==> config.mk <==
export PLATFORM = sky130hd
export DESIGN_NAME = phase_sweep_peak_search_core
export DESIGN_NICKNAME = d
export VERILOG_FILES = /design/src/hw/rtl/psps_pkg.sv /design/src/hw/rtl/psps_ctrl.sv /design/src/hw/rtl/psps_dpath.sv /design/src/hw/rtl/phase_sweep_peak_search_core.sv
export SDC_FILE = /design/constraint.sdc
export NUM_CORES = 2
export LEC_CHECK = 0
export BUFFER_PORTS_ARGS = -buffer_cell sky130_fd_sc_hd__buf_4
export CORE_MARGIN = 5
export CORE_UTILIZATION = 25
export CTS_CLUSTER_DIAMETER = 100
export DETAILED_ROUTE_END_ITERATION = 12
export GPL_TIMING_DRIVEN = 0
export PLACE_DENSITY = 0.37
export REMOVE_ABC_BUFFERS = 1
export SKIP_LAST_GASP = 1
export SYNTH_ARGS = -nofsm -noshare
export SYNTH_HDL_FRONTEND = slang
export SYNTH_SLANG_ARGS = --single-unit
==> constraint.sdc <==
create_clock -name clk -period 16.75 [get_ports clk]
set_clock_uncertainty 0.1 [all_clocks]
set_input_delay 0.8375 -clock clk [delete_from_list [all_inputs] [get_ports clk]]
set_output_delay 0.8375 -clock clk [all_outputs]
set_load 0.005 [all_outputs]
==> src/hw/rtl/psps_pkg.sv <==
`timescale 1ns / 1ps

package psps_pkg;

    localparam int MAX_IMAGES_DEF = 256;
    localparam int MAX_PIXELS_DEF = 65536;
    localparam int COUNT_LIMIT    = 131071;

    localparam int SAMPLE_W = 16;
    localparam int MEAN_W   = 16;
    localparam int PHASE_W  = 16;
    localparam int IDX_W    = 8;

    localparam logic signed [SAMPLE_W-1:0] INVALID_DB = -16'sd25344;
    localparam int PI_Q13     = 25736;
    localparam int TWO_PI_Q13 = 51472;

    localparam int DIV_STEPS = MEAN_W;
    localparam int DIV_CNT_W = $clog2(DIV_STEPS + 1);

    typedef enum logic [2:0] {
        ST_ACCEPT,
        ST_MUL,
        ST_CMP,
        ST_DIV,
        ST_LOAD
    } state_t;

    typedef struct packed {
        logic accumulate;
        logic close_image;
        logic multiply;
        logic compare;
        logic div_step;
        logic load_out;
    } cmd_t;

    typedef struct packed {
        logic div_last;
        logic out_free;
    } status_t;

endpackage

==> src/hw/rtl/psps_ctrl.sv <==
`timescale 1ns / 1ps

module psps_ctrl
(
    input  logic             clk,
    input  logic             rst_n,
    input  logic             pixel_valid,
    input  logic             last_of_image,
    output logic             pixel_stall,
    output psps_pkg::cmd_t   cmd,
    input  psps_pkg::status_t status
);

    psps_pkg::state_t state_reg;
    psps_pkg::state_t state_next;
    logic             accept;

    assign accept = pixel_valid && (state_reg == psps_pkg::ST_ACCEPT);

    always_ff @(posedge clk or negedge rst_n)
    begin
        if (!rst_n)
        begin
            state_reg <= psps_pkg::ST_ACCEPT;
        end
        else
        begin
            state_reg <= state_next;
        end
    end

    always_comb
    begin
        state_next = state_reg;
        case (state_reg)
            psps_pkg::ST_ACCEPT:
            begin
                if (accept && last_of_image)
                begin
                    state_next = psps_pkg::ST_MUL;
                end
            end
            psps_pkg::ST_MUL:
            begin
                state_next = psps_pkg::ST_CMP;
            end
            psps_pkg::ST_CMP:
            begin
                state_next = psps_pkg::ST_DIV;
            end
            psps_pkg::ST_DIV:
            begin
                if (status.div_last)
                begin
                    state_next = psps_pkg::ST_LOAD;
                end
            end
            psps_pkg::ST_LOAD:
            begin
                if (status.out_free)
                begin
                    state_next = psps_pkg::ST_ACCEPT;
                end
            end
            default:
            begin
                state_next = psps_pkg::ST_ACCEPT;
            end
        endcase
    end

    always_comb
    begin
        cmd         = '0;
        pixel_stall = 1'b1;
        case (state_reg)
            psps_pkg::ST_ACCEPT:
            begin
                pixel_stall      = 1'b0;
                cmd.accumulate   = accept;
                cmd.close_image  = accept && last_of_image;
            end
            psps_pkg::ST_MUL:
            begin
                cmd.multiply = 1'b1;
            end
            psps_pkg::ST_CMP:
            begin
                cmd.compare = 1'b1;
            end
            psps_pkg::ST_DIV:
            begin
                cmd.div_step = 1'b1;
            end
            psps_pkg::ST_LOAD:
            begin
                cmd.load_out = status.out_free;
            end
            default:
            begin
                pixel_stall = 1'b1;
            end
        endcase
    end

endmodule

==> src/hw/rtl/psps_dpath.sv <==
`timescale 1ns / 1ps

module psps_dpath
#(
    parameter int MAX_IMAGES = psps_pkg::MAX_IMAGES_DEF,
    parameter int MAX_PIXELS = psps_pkg::MAX_PIXELS_DEF
)
(
    input  logic                                   clk,
    input  logic                                   rst_n,
    input  psps_pkg::cmd_t                         cmd,
    output psps_pkg::status_t                      status,
    input  logic signed [psps_pkg::SAMPLE_W-1:0]   sample,
    input  logic        [psps_pkg::PHASE_W-1:0]    trial_phase,
    input  logic                                   last_of_sweep,
    input  logic                                   result_stall,
    output logic                                   result_valid,
    output logic        [psps_pkg::IDX_W-1:0]      image_index,
    output logic signed [psps_pkg::MEAN_W-1:0]     mean_power,
    output logic                                   image_empty,
    output logic                                   sweep_done,
    output logic        [psps_pkg::IDX_W-1:0]      best_index,
    output logic signed [psps_pkg::PHASE_W-1:0]    best_phase,
    output logic                                   index_saturated
);

    localparam int COUNT_CAP = (MAX_PIXELS < psps_pkg::COUNT_LIMIT) ?
                               MAX_PIXELS : psps_pkg::COUNT_LIMIT;
    localparam int CNT_W     = $clog2(COUNT_CAP + 1);
    localparam int SUM_W     = psps_pkg::SAMPLE_W + CNT_W;
    localparam int PROD_W    = SUM_W + CNT_W + 1;
    localparam int IMG_W     = $clog2(MAX_IMAGES + 1);
    localparam int MEAN_W    = psps_pkg::MEAN_W;
    localparam int IDX_W     = psps_pkg::IDX_W;
    localparam int PHASE_W   = psps_pkg::PHASE_W;
    localparam int DCW       = psps_pkg::DIV_CNT_W;

    // Running accumulation of the open image.
    logic signed [SUM_W-1:0]   sum_reg;
    logic        [CNT_W-1:0]   count_reg;
    logic signed [SUM_W-1:0]   sum_next;
    logic        [CNT_W-1:0]   count_next;
    logic                      pixel_ok;

    logic        [IMG_W-1:0]   img_cnt_reg;
    logic                      img_sat;
    logic        [IMG_W-1:0]   img_idx;

    // Snapshot of the image being closed.
    logic signed [SUM_W-1:0]   close_sum_reg;
    logic        [CNT_W-1:0]   close_count_reg;
    logic        [PHASE_W-1:0] close_phase_reg;
    logic        [IDX_W-1:0]   close_idx_reg;
    logic                      close_sat_reg;
    logic                      close_done_reg;
    logic                      close_empty;

    logic signed [PROD_W-1:0]  prod_new_reg;
    logic signed [PROD_W-1:0]  prod_best_reg;

    // Best image state.
    logic signed [SUM_W-1:0]   best_sum_reg;
    logic        [CNT_W-1:0]   best_count_reg;
    logic        [PHASE_W-1:0] best_phase_reg;
    logic        [IDX_W-1:0]   best_idx_reg;
    logic                      have_best_reg;
    logic                      take_new;

    // Shift and subtract divider on the magnitude of the sum.
    logic        [SUM_W-1:0]   sum_mag;
    logic        [CNT_W-1:0]   rem_reg;
    logic        [MEAN_W-1:0]  dq_reg;
    logic        [DCW-1:0]     div_cnt_reg;
    logic        [CNT_W:0]     rem_shift;
    logic                      rem_ge;
    logic        [CNT_W-1:0]   rem_next;
    logic        [MEAN_W-1:0]  mean_val;

    logic signed [PHASE_W:0]   phase_wrapped;

    logic                      result_valid_reg;

    assign pixel_ok   = (sample != psps_pkg::INVALID_DB) &&
                        (count_reg < CNT_W'(COUNT_CAP));
    assign sum_next   = pixel_ok ? (sum_reg + SUM_W'(sample)) : sum_reg;
    assign count_next = pixel_ok ? (count_reg + CNT_W'(1)) : count_reg;

    assign img_sat = (img_cnt_reg >= IMG_W'(MAX_IMAGES));
    assign img_idx = img_sat ? IMG_W'(MAX_IMAGES - 1) : img_cnt_reg;

    always_ff @(posedge clk or negedge rst_n)
    begin
        if (!rst_n)
        begin
            sum_reg     <= '0;
            count_reg   <= '0;
            img_cnt_reg <= '0;
        end
        else
        begin
            if (cmd.close_image)
            begin
                sum_reg   <= '0;
                count_reg <= '0;
                if (!img_sat)
                begin
                    img_cnt_reg <= img_cnt_reg + IMG_W'(1);
                end
            end
            else if (cmd.accumulate)
            begin
                sum_reg   <= sum_next;
                count_reg <= count_next;
            end
            if (cmd.load_out && close_done_reg)
            begin
                img_cnt_reg <= '0;
            end
        end
    end

    always_ff @(posedge clk)
    begin
        if (cmd.close_image)
        begin
            close_sum_reg   <= sum_next;
            close_count_reg <= count_next;
            close_phase_reg <= trial_phase;
            close_idx_reg   <= IDX_W'(img_idx);
            close_sat_reg   <= img_sat;
            close_done_reg  <= last_of_sweep;
        end
        if (cmd.multiply)
        begin
            prod_new_reg  <= PROD_W'(close_sum_reg) *
                             PROD_W'($signed({1'b0, best_count_reg}));
            prod_best_reg <= PROD_W'(best_sum_reg) *
                             PROD_W'($signed({1'b0, close_count_reg}));
        end
    end

    assign close_empty = (close_count_reg == '0);
    assign take_new    = !close_empty && (!have_best_reg || (prod_new_reg > prod_best_reg));

    always_ff @(posedge clk or negedge rst_n)
    begin
        if (!rst_n)
        begin
            best_sum_reg   <= '0;
            best_count_reg <= '0;
            best_phase_reg <= '0;
            best_idx_reg   <= '0;
            have_best_reg  <= 1'b0;
        end
        else if (cmd.compare && take_new)
        begin
            best_sum_reg   <= close_sum_reg;
            best_count_reg <= close_count_reg;
            best_phase_reg <= close_phase_reg;
            best_idx_reg   <= close_idx_reg;
            have_best_reg  <= 1'b1;
        end
        else if (cmd.load_out && close_done_reg)
        begin
            best_sum_reg   <= '0;
            best_count_reg <= '0;
            best_phase_reg <= '0;
            best_idx_reg   <= '0;
            have_best_reg  <= 1'b0;
        end
    end

    // The mean fits in sixteen bits, so the upper sum bits start out below the count.
    assign sum_mag   = close_sum_reg[SUM_W-1] ? SUM_W'(-close_sum_reg) : SUM_W'(close_sum_reg);
    assign rem_shift = {rem_reg, dq_reg[MEAN_W-1]};
    assign rem_ge    = (rem_shift >= {1'b0, close_count_reg});
    assign rem_next  = rem_ge ? CNT_W'(rem_shift - {1'b0, close_count_reg})
                              : rem_shift[CNT_W-1:0];

    always_ff @(posedge clk)
    begin
        if (cmd.compare)
        begin
            rem_reg <= sum_mag[SUM_W-1:MEAN_W];
            dq_reg  <= sum_mag[MEAN_W-1:0];
        end
        else if (cmd.div_step)
        begin
            rem_reg <= rem_next;
            dq_reg  <= {dq_reg[MEAN_W-2:0], rem_ge};
        end
    end

    always_ff @(posedge clk or negedge rst_n)
    begin
        if (!rst_n)
        begin
            div_cnt_reg <= '0;
        end
        else if (cmd.compare)
        begin
            div_cnt_reg <= DCW'(psps_pkg::DIV_STEPS);
        end
        else if (cmd.div_step)
        begin
            div_cnt_reg <= div_cnt_reg - DCW'(1);
        end
    end

    assign mean_val = close_empty ? '0 :
                      (close_sum_reg[SUM_W-1] ? MEAN_W'(-dq_reg) : dq_reg);

    assign phase_wrapped = (best_phase_reg > PHASE_W'(psps_pkg::PI_Q13)) ?
                           ($signed({1'b0, best_phase_reg}) -
                            (PHASE_W+1)'(psps_pkg::TWO_PI_Q13)) :
                           $signed({1'b0, best_phase_reg});

    assign status.div_last = (div_cnt_reg == DCW'(1));
    assign status.out_free = !result_valid_reg || !result_stall;

    always_ff @(posedge clk or negedge rst_n)
    begin
        if (!rst_n)
        begin
            result_valid_reg <= 1'b0;
        end
        else if (cmd.load_out)
        begin
            result_valid_reg <= 1'b1;
        end
        else if (!result_stall)
        begin
            result_valid_reg <= 1'b0;
        end
    end

    always_ff @(posedge clk)
    begin
        if (cmd.load_out)
        begin
            image_index     <= close_idx_reg;
            mean_power      <= mean_val;
            image_empty     <= close_empty;
            sweep_done      <= close_done_reg;
            best_index      <= best_idx_reg;
            best_phase      <= phase_wrapped[PHASE_W-1:0];
            index_saturated <= close_sat_reg;
        end
    end

    assign result_valid = result_valid_reg;

endmodule

==> src/hw/rtl/phase_sweep_peak_search_core.sv <==
// Pixels are taken one per cycle while an image is open.
// After the last pixel of an image the block stalls its input through one multiply,
// one compare and 16 steps of the shift and subtract divider, then the result word loads.
// The result word becomes valid once the divider has finished and holds until taken.
// Reset is asynchronous and active low; it clears the sums, counts and best image.
`timescale 1ns / 1ps

module phase_sweep_peak_search_core
#(
    parameter int MAX_IMAGES = psps_pkg::MAX_IMAGES_DEF,
    parameter int MAX_PIXELS = psps_pkg::MAX_PIXELS_DEF
)
(
    input  logic                                   clk,
    input  logic                                   rst_n,
    input  logic                                   pixel_valid,
    output logic                                   pixel_stall,
    input  logic signed [psps_pkg::SAMPLE_W-1:0]   sample,
    input  logic        [psps_pkg::PHASE_W-1:0]    trial_phase,
    input  logic                                   last_of_image,
    input  logic                                   last_of_sweep,
    output logic                                   result_valid,
    input  logic                                   result_stall,
    output logic        [psps_pkg::IDX_W-1:0]      image_index,
    output logic signed [psps_pkg::MEAN_W-1:0]     mean_power,
    output logic                                   image_empty,
    output logic                                   sweep_done,
    output logic        [psps_pkg::IDX_W-1:0]      best_index,
    output logic signed [psps_pkg::PHASE_W-1:0]    best_phase,
    output logic                                   index_saturated
);

    psps_pkg::cmd_t    cmd;
    psps_pkg::status_t status;

    psps_ctrl u_ctrl
    (
        .clk           (clk),
        .rst_n         (rst_n),
        .pixel_valid   (pixel_valid),
        .last_of_image (last_of_image),
        .pixel_stall   (pixel_stall),
        .cmd           (cmd),
        .status        (status)
    );

    psps_dpath
    #(
        .MAX_IMAGES (MAX_IMAGES),
        .MAX_PIXELS (MAX_PIXELS)
    )
    u_dpath
    (
        .clk             (clk),
        .rst_n           (rst_n),
        .cmd             (cmd),
        .status          (status),
        .sample          (sample),
        .trial_phase     (trial_phase),
        .last_of_sweep   (last_of_sweep),
        .result_stall    (result_stall),
        .result_valid    (result_valid),
        .image_index     (image_index),
        .mean_power      (mean_power),
        .image_empty     (image_empty),
        .sweep_done      (sweep_done),
        .best_index      (best_index),
        .best_phase      (best_phase),
        .index_saturated (index_saturated)
    );

endmodule

==> results_dict.tcl <==
set metrics [dict create \
    cp_num_buf_inv 4 \
    cts_hold_buf 1 \
    fin_crit_sh 0.527 \
    setup_viol 0 \
    synthDistinctLibCells 76 \
    drv_slew 0 \
    grt_start_max_net_pins 89 \
    place.gp.congestion 0.782 \
    overflow 0 \
    crit_slowest_cell "edfxtp_1" \
    grt_first_pass_wirelength_mm 285 \
    ctsResizeCount 0 \
    async_flop_share 0.353 \
    hp-class "in -> reg" \
    ys_seq_area_frac 0.193 \
    critical_path_class "reg -> reg" \
    syn-cell-area_sq_um 59200 \
    cpMostUsedCell "fa_1" \
    outcome "complete, no violations" \
    start_util 0.251 \
    post-dp-hpwl_mm 142 \
    slew_headroom 0.0347 \
    path_cells "and2_1 > fa_1 > inv_1 > fa_1 > fa_1 > inv_1 > fa_1 > fa_1 > inv_1 > fa_1 > inv_1 > ha_1 > nand3_1 > or3_1 > a311oi_1 > o21ai_0 > a221oi_1 > o211ai_1 > o311ai_0 > and2_1" \
    cts_max_level 2 \
    vias 41400 \
    end_kind "register" \
    yosysWarnings 0 \
    cts_root_buf "clkbuf_16" \
    required_ns 17.18 \
    syn_avg_cell_area_sq_um 9.43 \
    fin_crit_ns 8.83 \
    maxCapViolations 0 \
    nets 7655 \
    crit_path_max_incr_delay_ns 1.29 \
    dr.first_iter.drc_count 2147 \
    clock-sinks 405 \
    cts_setup_buffers 0 \
    vias_per_cell 4.41 \
    synthTopCellsByArea "fa_1 36%, edfxtp_1 13%, inv_1 9.1%, ha_1 7.4%, dfrtp_1 6.0%" \
    path_clk_slew_ns 0.06 \
    yosys.area.top_type_share 0.363 \
    grt_usage 0.151 \
    die_x_um 497 \
    critPathArrivalTime_ns 9.26 \
    synth_seq_cells 405 \
    postRouteAntennaNets 0 \
    path_delay_family "adder cells" \
    critPathMaxFanout 22 \
    max_freq_ghz 0.113 \
    io_pins 91 \
    numPortBuffers 90 \
    synth_most_common_cell "inv_1" \
    synth_commonest_cells "1,435 x inv_1, 1,074 x fa_1, 952 x nand2_1" \
    rsz0062_at_grt "false" \
    fp.coreArea_sq_um 235000 \
    grt_pass1_vias 45700 \
    tightest_slew_ns 1.45 \
    wl_per_cell_um 19.5 \
    setup_tns_ns 0 \
    route.detailed.drc 0 \
    hold_violations 0 \
    routed_wl_mm 183 \
    start_kind "register" \
    die_y_um 497 \
    synth_area_leader_cell "fa_1" \
    antenna_found_initial 9 \
    first_pass_iters 5 \
    dieArea_sq_um 247000 \
    clk_latency_ns 0.68 \
    cts_buffer_depth 3 \
    row_count 178 \
    ys.flop_type "edfxtp_1" \
    synth_edf_count 262 \
    syn_inst 6275 \
    cts_buffers 53 \
    cts_tree "built" \
    area_growth_pct 12.4 \
    drive_gt1_frac 0.0532 \
]
-- layout by cell type, fill, tap and decap left out, types with 11 or more instances in the layout --
master     netlist  routed
nor2_1         115     113
a211oi_1        13      13
nor3_1          35      35
a21o_1          90      90
o211ai_1        12      12
buf_16           0      44
buf_4            0      92
a22o_1          37      37
dfrtp_2          0      17
nor2b_1         25      25
ha_1           349     349
buf_12           0      21
fa_1          1074    1074
nor4_1          13      11
nand3_1         40      40
a31oi_1         20      19
xor2_1          59      59
or2_2           16      16
and2_1         468     468
nand2b_1        12      11
o21ai_0        159     159
o21a_1          17      17
inv_1         1435    1434
a21oi_1        141     140
nand2_1        952     950
xnor2_1        158     158
mux2i_1         90      90
o21bai_1        15      15
dfrtp_1        143     126
and3_1          26      26
o31ai_1         21      21
clkbuf_16        0      53
nand4_1         36      36
edfxtp_1       262     262
-- stage by stage --
stage	util	setup slack (ns)	area, sq um	hold WS [ns]	std cells
finish	0.282	7.92	66500	0.243	9392
global route	0.282	7.68	66500	0.194	9388
CTS	0.282	8.05	66400	0.174	9386
detailed placement	0.274	8.12	64600	0.313	9286
global placement	0.266	2.65	62600	0.311	9206
floorplan	-	8.01	58000	0.300	5966
-- metal layers --
layer	part of all wire	routed length (um)	GRT usage	up-vias
met5	0	0	0	-
met4	0.013	2380	0.0181	0
met3	0.036	6530	0.0173	146
met2	0.49	89700	0.263	636
met1	0.46	84400	0.208	21700
li1	-	-	-	18900
-- worst reg2reg max path, delay by kind of cell, from the launching register on --
kind	cells	cell delay [ns]
buffers and inverters	4	0.23
DFF	1	1.29
adders and majority gates	7	3.29
and+or+nand+nor	4	1.11
AOI/OAI and AO/OA	5	2.65
-- cell type report --
class / instances / area [sq um]
Fill cell: 25000 / 169000
Sequential cell: 405 / 11500
Tap cell: 3150 / 3940
Antenna cell: 4 / 10.0
Clock buffer: 66 / 1430
Timing Repair Buffer: 173 / 2530
Clock inverter: 33 / 449
Multi-Input combinational cell: 4125 / 41300
Inverter: 1436 / 5390
-- worst paths after layout --
kind / endpoint / slack (ns) / depth (start not counted) / start
hold / removal: u_dpath.close_done_reg$_DFFE_PP_ / 0.24 / 1 / last_of_sweep
hold reg to reg: u_dpath.index_saturated$_DFFE_PP_ / 0.35 / 0 / u_dpath.close_sat_reg$_DFFE_PP_
setup / recovery: u_dpath.prod_new_reg[48]$_DFFE_PP_ / 7.92 / 20 / u_dpath.close_sum_reg[12]$_DFFE_PP_
max in group asynchronous: u_dpath.best_count_reg[2]$_DFFE_PN0P_ / 14.93 / 3 / rst_n
setup reg to reg: u_dpath.prod_new_reg[48]$_DFFE_PP_ / 7.92 / 20 / u_dpath.close_sum_reg[12]$_DFFE_PP_
min in group asynchronous: u_dpath.best_phase_reg[6]$_DFFE_PN0P_ / 0.60 / 2 / rst_n
-- cells by family after synthesis --
logic type,after synthesis,share of synthesized area
flip-flops,405,0.193
adder cells (fa/ha/maj),1423,0.437
AO/OA/AOI/OAI,615,0.0679
AND/OR/NAND/NOR,1774,0.142
buffers and inverters,1745,0.111
multiplexers,96,0.0164
XOR/XNOR,217,0.0321
Power is left out: the tool's default activity adds up to more than one toggle a clock period on the data nets, which glitch-free logic cannot reach.
